**config.mk**
```make
export PLATFORM = sky130hd
export DESIGN_NAME = process_slot_table
export DESIGN_NICKNAME = d
export VERILOG_FILES = /design/src/hdl/pst_pkg.sv /design/src/hdl/pst_ram.sv /design/src/hdl/process_slot_table.sv
export SDC_FILE = /design/constraint.sdc
export NUM_CORES = 2
export LEC_CHECK = 0
export BUFFER_PORTS_ARGS = -buffer_cell sky130_fd_sc_hd__buf_4
export CAP_MARGIN = 20
export CORE_AREA = 5 5 415 417
export CTS_CLUSTER_SIZE = 30
export DETAILED_ROUTE_END_ITERATION = 12
export DIE_AREA = 0 0 420 422
export PLACE_DENSITY = 0.71
export SLEW_MARGIN = 25
export SYNTH_ARGS = -nofsm -noshare
export SYNTH_HDL_FRONTEND = slang
export SYNTH_SLANG_ARGS = --single-unit
```
**constraint.sdc**
```tcl
create_clock -name clock -period 13.9 [get_ports clock]
set_clock_uncertainty 0.15 [all_clocks]
set_input_delay 2.78 -clock clock [delete_from_list [all_inputs] [get_ports clock]]
set_output_delay 2.78 -clock clock [all_outputs]
set_load 0.01 [all_outputs]
```
**src/hdl/pst_pkg.sv**
```systemverilog
// Shared constants and types for the process slot table.
package pst_pkg;

   localparam int ENTRIES  = 32;
   localparam int IDX_W    = $clog2(ENTRIES);
   localparam int CNT_W    = 7;
   localparam int SLOT_W   = 6;

   typedef enum logic [2:0] {
      OP_ADD      = 3'd0,
      OP_DELETE   = 3'd1,
      OP_FIND_PID = 3'd2,
      OP_FIND_TID = 3'd3,
      OP_FIND_ALL = 3'd4
   } op_type;

   typedef enum logic [1:0] {
      ST_OK       = 2'd0,
      ST_FULL     = 2'd1,
      ST_NOTFOUND = 2'd2
   } status_type;

   // handle [31:0], pid [47:32], tid [63:48]
   typedef struct packed {
      logic [15:0] tid;
      logic [15:0] pid;
      logic [31:0] handle;
   } entry_type;

   typedef struct packed {
      logic [1:0]        status;
      logic [SLOT_W-1:0] slot_index;
      logic [31:0]       found_handle;
      logic [CNT_W-1:0]  match_count;
      logic [CNT_W-1:0]  live_count;
      logic              last;
   } result_type;

endpackage

```
**src/hdl/pst_ram.sv**
```systemverilog
// Single-port-write, registered-read entry memory.
module pst_ram
   import pst_pkg::*;
(
   input  logic                clock,
   input  logic                wr_en,
   input  logic [IDX_W-1:0]    wr_addr,
   input  entry_type           wr_data,
   input  logic [IDX_W-1:0]    rd_addr,
   output entry_type           rd_data
);

   entry_type mem [ENTRIES];

   always_ff @(posedge clock) begin
      if (wr_en) begin
         mem[wr_addr] <= wr_data;
      end
      rd_data <= mem[rd_addr];
   end

endmodule

```
**src/hdl/process_slot_table.sv**
```systemverilog
// Process slot table: top level with sequencer, valid bits and result register.
//
// Requests enter on req_ (tdata = op, handle, key_pid, key_tid) and results
// leave on rsp_ (tdata = status, slot_index, found_handle, match_count,
// live_count; tlast marks the final result of a request).
// Entry data lives in a one-port-write memory with a registered read;
// valid bits, the high-water mark and the live count are flip-flops.
// One request is handled at a time. A search walks slots 0 up to one below
// the high-water mark, issuing the read of a slot and then comparing its
// data, and stops at the first hit for delete/find. Find-all walks the
// whole range; each hit is held in a pending register until the next hit
// or the end of the range, so the final one can carry tlast. An add writes
// the slot at the mark, after a compaction pass when the mark is at
// capacity (read one slot, write it down to the next free place). The
// sequencer returns to idle for the next request when the last result loads.
// The walk pauses while a result waits in the output register, so a
// stalled receiver only stretches the request; nothing is lost.
// Reset clears valid bits, mark and count; no clearing pass is needed.
module process_slot_table
   import pst_pkg::*;
(
   input  logic        clock,
   input  logic        reset,
   input  logic        req_tvalid,
   output logic        req_tready,
   input  logic [71:0] req_tdata,   // op[2:0], handle[34:3], key_pid[50:35], key_tid[66:51]
   output logic        rsp_tvalid,
   input  logic        rsp_tready,
   output logic [55:0] rsp_tdata,   // status[1:0], slot_index[7:2], found_handle[39:8],
                                    // match_count[46:40], live_count[53:47]
   output logic        rsp_tlast
);

   typedef enum logic [2:0] {
      S_IDLE, S_DECIDE, S_SCAN, S_CMP, S_PACK, S_PACKW, S_ADD
   } state_type;

   state_type            state_ff, state_in;
   logic [2:0]           op_ff, op_in;
   entry_type            key_ff, key_in;
   logic [ENTRIES-1:0]   valid_ff, valid_in;
   logic [CNT_W-1:0]     hw_ff, hw_in, live_ff, live_in, nmatch_ff, nmatch_in;
   logic [CNT_W-1:0]     idx_ff, idx_in, wp_ff, wp_in;
   logic                 rv_ff, rv_in;
   result_type           res_ff, res_in;
   result_type           pend_ff, pend_in;

   logic                 wr_en;
   logic [IDX_W-1:0]     wr_addr, rd_addr;
   entry_type            wr_data, rd_data;

   pst_ram u_ram (
      .clock  (clock),
      .wr_en  (wr_en),
      .wr_addr(wr_addr),
      .wr_data(wr_data),
      .rd_addr(rd_addr),
      .rd_data(rd_data)
   );

   logic [IDX_W-1:0] idx_s, cmp_s;
   logic             hit;
   logic             free_out;

   assign idx_s    = idx_ff[IDX_W-1:0];
   assign cmp_s    = idx_s - IDX_W'(1);
   assign free_out = !rv_ff || rsp_tready;

   always_comb begin
      hit = valid_ff[cmp_s];
      unique case (op_ff)
         OP_DELETE:   hit = hit && (rd_data.handle == key_ff.handle);
         OP_FIND_TID: hit = hit && (rd_data.pid == key_ff.pid)
                                && (rd_data.tid == key_ff.tid);
         default:     hit = hit && (rd_data.pid == key_ff.pid);
      endcase
   end

   function automatic result_type mk(input logic [1:0] st, input logic [SLOT_W-1:0] sl,
                                     input logic [31:0] h, input logic [CNT_W-1:0] mc,
                                     input logic [CNT_W-1:0] lc, input logic la);
      result_type r;
      r.status = st; r.slot_index = sl; r.found_handle = h;
      r.match_count = mc; r.live_count = lc; r.last = la;
      return r;
   endfunction

   always_comb begin
      state_in  = state_ff;
      op_in     = op_ff;
      key_in    = key_ff;
      valid_in  = valid_ff;
      hw_in     = hw_ff;
      live_in   = live_ff;
      nmatch_in = nmatch_ff;
      idx_in    = idx_ff;
      wp_in     = wp_ff;
      rv_in     = rv_ff && !rsp_tready;
      res_in    = res_ff;
      pend_in   = pend_ff;
      wr_en     = 1'b0;
      wr_addr   = idx_s;
      wr_data   = key_ff;
      rd_addr   = idx_s;
      req_tready = (state_ff == S_IDLE);

      unique case (state_ff)
         S_IDLE: begin
            if (req_tvalid) begin
               op_in         = req_tdata[2:0];
               key_in.handle = req_tdata[34:3];
               key_in.pid    = req_tdata[50:35];
               key_in.tid    = req_tdata[66:51];
               idx_in        = '0;
               nmatch_in     = '0;
               wp_in         = '0;
               state_in      = S_DECIDE;
            end
         end
         S_DECIDE: begin
            if (free_out) begin
               case (op_ff)
                  OP_ADD: begin
                     if (live_ff >= CNT_W'(ENTRIES)) begin
                        rv_in = 1'b1;
                        res_in = mk(ST_FULL, '0, '0, '0, live_ff, 1'b1);
                        state_in = S_IDLE;
                     end else if (hw_ff >= CNT_W'(ENTRIES)) begin
                        state_in = S_PACK;
                     end else begin
                        state_in = S_ADD;
                     end
                  end
                  OP_DELETE, OP_FIND_PID, OP_FIND_TID, OP_FIND_ALL: begin
                     state_in = S_SCAN;
                  end
                  default: begin
                     rv_in = 1'b1;
                     res_in = mk(ST_NOTFOUND, '0, '0, '0, live_ff, 1'b1);
                     state_in = S_IDLE;
                  end
               endcase
            end
         end
         // issue read of slot idx
         S_SCAN: begin
            if (free_out) begin
               if (idx_ff >= hw_ff) begin
                  rv_in = 1'b1;
                  if (nmatch_ff != '0) begin
                     // final find-all hit still pending: send it with tlast
                     res_in = pend_ff;
                     res_in.last = 1'b1;
                  end else begin
                     res_in = mk(ST_NOTFOUND, '0, '0, '0, live_ff, 1'b1);
                  end
                  state_in = S_IDLE;
               end else begin
                  idx_in   = idx_ff + 1'b1;
                  state_in = S_CMP;
               end
            end
         end
         // rd_data holds slot idx-1
         S_CMP: begin
            if (hit) begin
               if (op_ff == OP_FIND_ALL) begin
                  // emit previous pending hit, hold this one
                  if (nmatch_ff != '0) begin
                     rv_in  = 1'b1;
                     res_in = pend_ff;
                  end
                  nmatch_in = nmatch_ff + 1'b1;
                  pend_in = mk(ST_OK, SLOT_W'(cmp_s), rd_data.handle,
                               nmatch_ff + 1'b1, live_ff, 1'b0);
                  state_in = S_SCAN;
               end else if (op_ff == OP_DELETE) begin
                  valid_in[cmp_s] = 1'b0;
                  live_in = live_ff - 1'b1;
                  rv_in = 1'b1;
                  res_in = mk(ST_OK, SLOT_W'(cmp_s), '0, '0, live_ff - 1'b1, 1'b1);
                  state_in = S_IDLE;
               end else begin
                  rv_in = 1'b1;
                  res_in = mk(ST_OK, SLOT_W'(cmp_s), rd_data.handle, '0, live_ff, 1'b1);
                  state_in = S_IDLE;
               end
            end else begin
               state_in = S_SCAN;
            end
         end
         S_PACK: begin
            if (idx_ff >= hw_ff) begin
               valid_in = '0;
               for (int k = 0; k < ENTRIES; k++) begin
                  valid_in[k] = (CNT_W'(k) < wp_ff);
               end
               hw_in    = wp_ff;
               state_in = S_ADD;
            end else begin
               idx_in   = idx_ff + 1'b1;
               state_in = S_PACKW;
            end
         end
         S_PACKW: begin
            if (valid_ff[cmp_s]) begin
               wr_en   = 1'b1;
               wr_addr = wp_ff[IDX_W-1:0];
               wr_data = rd_data;
               wp_in   = wp_ff + 1'b1;
            end
            state_in = S_PACK;
         end
         S_ADD: begin
            wr_en   = 1'b1;
            wr_addr = hw_ff[IDX_W-1:0];
            valid_in[hw_ff[IDX_W-1:0]] = 1'b1;
            hw_in   = hw_ff + 1'b1;
            live_in = live_ff + 1'b1;
            rv_in   = 1'b1;
            res_in  = mk(ST_OK, SLOT_W'(hw_ff), '0, '0, live_ff + 1'b1, 1'b1);
            state_in = S_IDLE;
         end
         default: state_in = S_IDLE;
      endcase
   end

   always_ff @(posedge clock) begin
      if (reset) begin
         state_ff <= S_IDLE;
         valid_ff <= '0;
         hw_ff    <= '0;
         live_ff  <= '0;
         rv_ff    <= 1'b0;
      end else begin
         state_ff <= state_in;
         valid_ff <= valid_in;
         hw_ff    <= hw_in;
         live_ff  <= live_in;
         rv_ff    <= rv_in;
      end
      op_ff     <= op_in;
      key_ff    <= key_in;
      nmatch_ff <= nmatch_in;
      idx_ff    <= idx_in;
      wp_ff     <= wp_in;
      res_ff    <= res_in;
      pend_ff   <= pend_in;
   end

   assign rsp_tvalid = rv_ff;
   assign rsp_tlast  = res_ff.last;
   assign rsp_tdata  = {2'b00, res_ff.live_count, res_ff.match_count,
                        res_ff.found_handle, res_ff.slot_index, res_ff.status};

endmodule

```
==> flow_metrics.tcl <==
set metrics [dict create \
    relSlewSlack_pct 25.4 \
    path_max_fanout 48 \
    drtIter0Drc 6307 \
    min_path_type "register to register" \
    fmaxAchievable_mhz 131 \
    gp_congestion 0.858 \
    clock_path_buffers 3 \
    dr_total_vias 45000 \
    die_h_um 422 \
    routed_wl_um 218000 \
    leakagePower_nw 32.5 \
    cts-buffers-inserted 224 \
    dieArea_um2 177000 \
    finalMaxSlewViolations 0 \
    crit_chain "buf_4 -> inv_1 -> ha_1 -> mux4_2 -> a211oi_2 -> a311oi_4 -> and2_4 -> buf_4 -> a221o_1 -> or3_1 -> nor2_4 -> buf_4 -> buf_4" \
    critical_path_class "register to register" \
    cp.required_ps 14200 \
    regArea_um2 69600 \
    synthCells 4309 \
    avgSynthCellArea_um2 21.3 \
    setup_viol 0 \
    postRouteAntennaNets 0 \
    synth_largest_area_cell "edfxtp_1" \
    area_delta_synth_final_pct 12.7 \
    yosysSeqAreaShare_pct 75.8 \
    cp_data_arrival_time_ps 7950 \
    period_minus_slack_ps 7640 \
    crit_path_start_kind "register" \
    fp.dieW_um 420 \
    cp_common_cell "buf_4" \
    synth_top_area_share_pct 73.3 \
    clkTransAtPathRegs_ps 60 \
    dr.max_layer_used "met4" \
    synth-seq-cells 2356 \
    drt-met1-wl_um 85300 \
    htreeDepth 4 \
    multi_input_area_um2 21400 \
    drive_above_1_share_pct 28.7 \
    grt_max_degree 135 \
    clock-sinks 2356 \
    synth_area_um2 91800 \
    cp_slowest_cell "nor2_4" \
    worst_pin_slew_ps 1120 \
    n_fill_cell 11200 \
    numPortBuffers 127 \
    cts_tree "built" \
    setup_tns_ps 0 \
    endpoint_kind "register" \
    cpPeakStageDelay_ps 870 \
    post_cts_buffers 0 \
    post_cts_resized 0 \
    final_nets 4618 \
    fin_crit_sh_pct 55.0 \
    cts-root-buf "clkbuf_16" \
    reg2reg_slack_ps 6260 \
    antenna_found_initial 1 \
    ios 135 \
    route.met3.wl_um 18800 \
    rows 151 \
    grt_usage_pct 24.7 \
    coreArea_um2 168000 \
    power_w 0.0153 \
    drt-pass1-iter-count 6 \
    hold_buffers 0 \
    grt_pass1_wl_um 317000 \
    synthFlopType "edfxtp_1" \
    drc 0 \
    rsz0062_at_grt "no" \
    ir_drop_mv 0.115 \
    grt_pass1_vias 44700 \
    via_per_inst 6.49 \
    netlist_top_cells_count "2242 x edfxtp_1, 648 x mux4_2, 249 x nand2_1" \
    dp.final_hpwl_um 115000 \
    ys_async_sr_fraction_pct 0 \
    synth_warnings 0 \
    wl_per_cell_um 31.4 \
    wl_met2_um 108000 \
    ys_top_cells_by_area "edfxtp_1 73%, mux4_2 16%, dfxtp_1 2.5%, nand2_1 1.0%, clkbuf_1 0.82%" \
    hold_violations 0 \
    grt_overflow 0 \
    synth-edff-count 2242 \
    power_density_nw_per_um2 148 \
    status "completed" \
    post-synth-top-count-cell "edfxtp_1" \
    initial_utilization_pct 54.5 \
    worst_skew_pair.late_latency_ps 880 \
    synth_cell_types 81 \
    maxCapViolCount 0 \
]
[layout make-up]
cell class / instances / share of cell area, %
flip-flops and latches: 2356 / 67.3
inverters: 29 / 0.129
well taps: 2218 / 2.68
clock buffers: 304 / 5.85
multi-input cells: 1677 / 20.7
diodes: 2 / 0.00484
repair buffers: 234 / 2.01
clock inverters: 117 / 1.35
[final timing paths]
kind	start	endpoint	depth (start not counted)
hold reg to reg	valid_ff[17]	valid_ff[17]	2
setup reg to reg	idx_ff[1]	u_ram.mem[8][48]	13
hold / removal	valid_ff[17]	valid_ff[17]	2
setup / recovery	idx_ff[1]	u_ram.mem[8][48]	13
[cell families after synthesis]
| logic type | synth area share [%] |
|---|---|
| xor+xnor | 0.860 |
| flops | 75.8 |
| compound gates | 2.51 |
| other cells | 0.00408 |
| mux | 16.7 |
| simple gates | 2.63 |
| fa+ha+maj | 0.273 |
| buf+inv | 1.20 |
[critical path: cells and delay by family (launching register included)]
kind | cells | cell delay (ps)
and+or+nand+nor | 3 | 1890
muxes | 1 | 640
AOI/OAI and AO/OA | 3 | 960
DFF | 1 | 320
adders and majority gates | 1 | 740
buffers and inverters | 5 | 2320
[state kept, by name (all words and copies together), names as in the netlist]
register       count
rsp_tvalid         1
op_ff              3
u_ram.mem       2048
rsp_tlast          1
live_ff            7
nmatch_ff          7
u_ram.rd_data     64
rsp_tdata         54
state_ff           3
pend_ff           51
wp_ff              7
hw_ff              7
key_ff            64
valid_ff          32
idx_ff             7
[stage by stage]
stage                     hold WS, ps  utilization (%)  setup slack [ps]  instances  area (um^2)
after global placement            316             56.8              5960       6498        95600
after CTS                         333             61.4              5870       6934       103000
after global routing              352             61.5              6030       6936       103000
after detailed placement          325             57.0              5930       6513        95900
after floorplan                   256                -              2310       4310        91800
final                             341             61.5              6260       6937       103000
[cells in the final DEF, fill, tap and decap left out, types with 37 or more instances in the layout]
cell type	instances
clkbuf_1	66
edfxtp_1	2242
mux2_2	65
mux4_2	648
nor2_1	73
clkbuf_16	225
clkinv_1	37
xor2_1	52
nand2_1	244
buf_4	209
dfxtp_1	113
a21oi_1	92
o21ai_0	53
[where the power goes]
| group | internal [W] | leakage (nW) | total, W | switching (W) |
|---|---|---|---|---|
| clock network | 0.00350 | 3.60 | 0.00613 | 0.00263 |
| logic | 0.000519 | 7.69 | 0.00116 | 0.000645 |
| registers | 0.00792 | 21.2 | 0.00803 | 0.000105 |
| total | 0.0119 | 32.5 | 0.0153 | 0.00338 |
[per-layer routing]
| layer | vias up | track usage [%] |
|---|---|---|
| li1 | 18400 | - |
| met1 | 23800 | 35.5 |
| met2 | 2412 | 40.0 |
| met3 | 367 | 4.21 |
| met4 | 0 | 6.45 |
| met5 | - | 0 |
No activity file was read; power rests on OpenSTA's default activity.
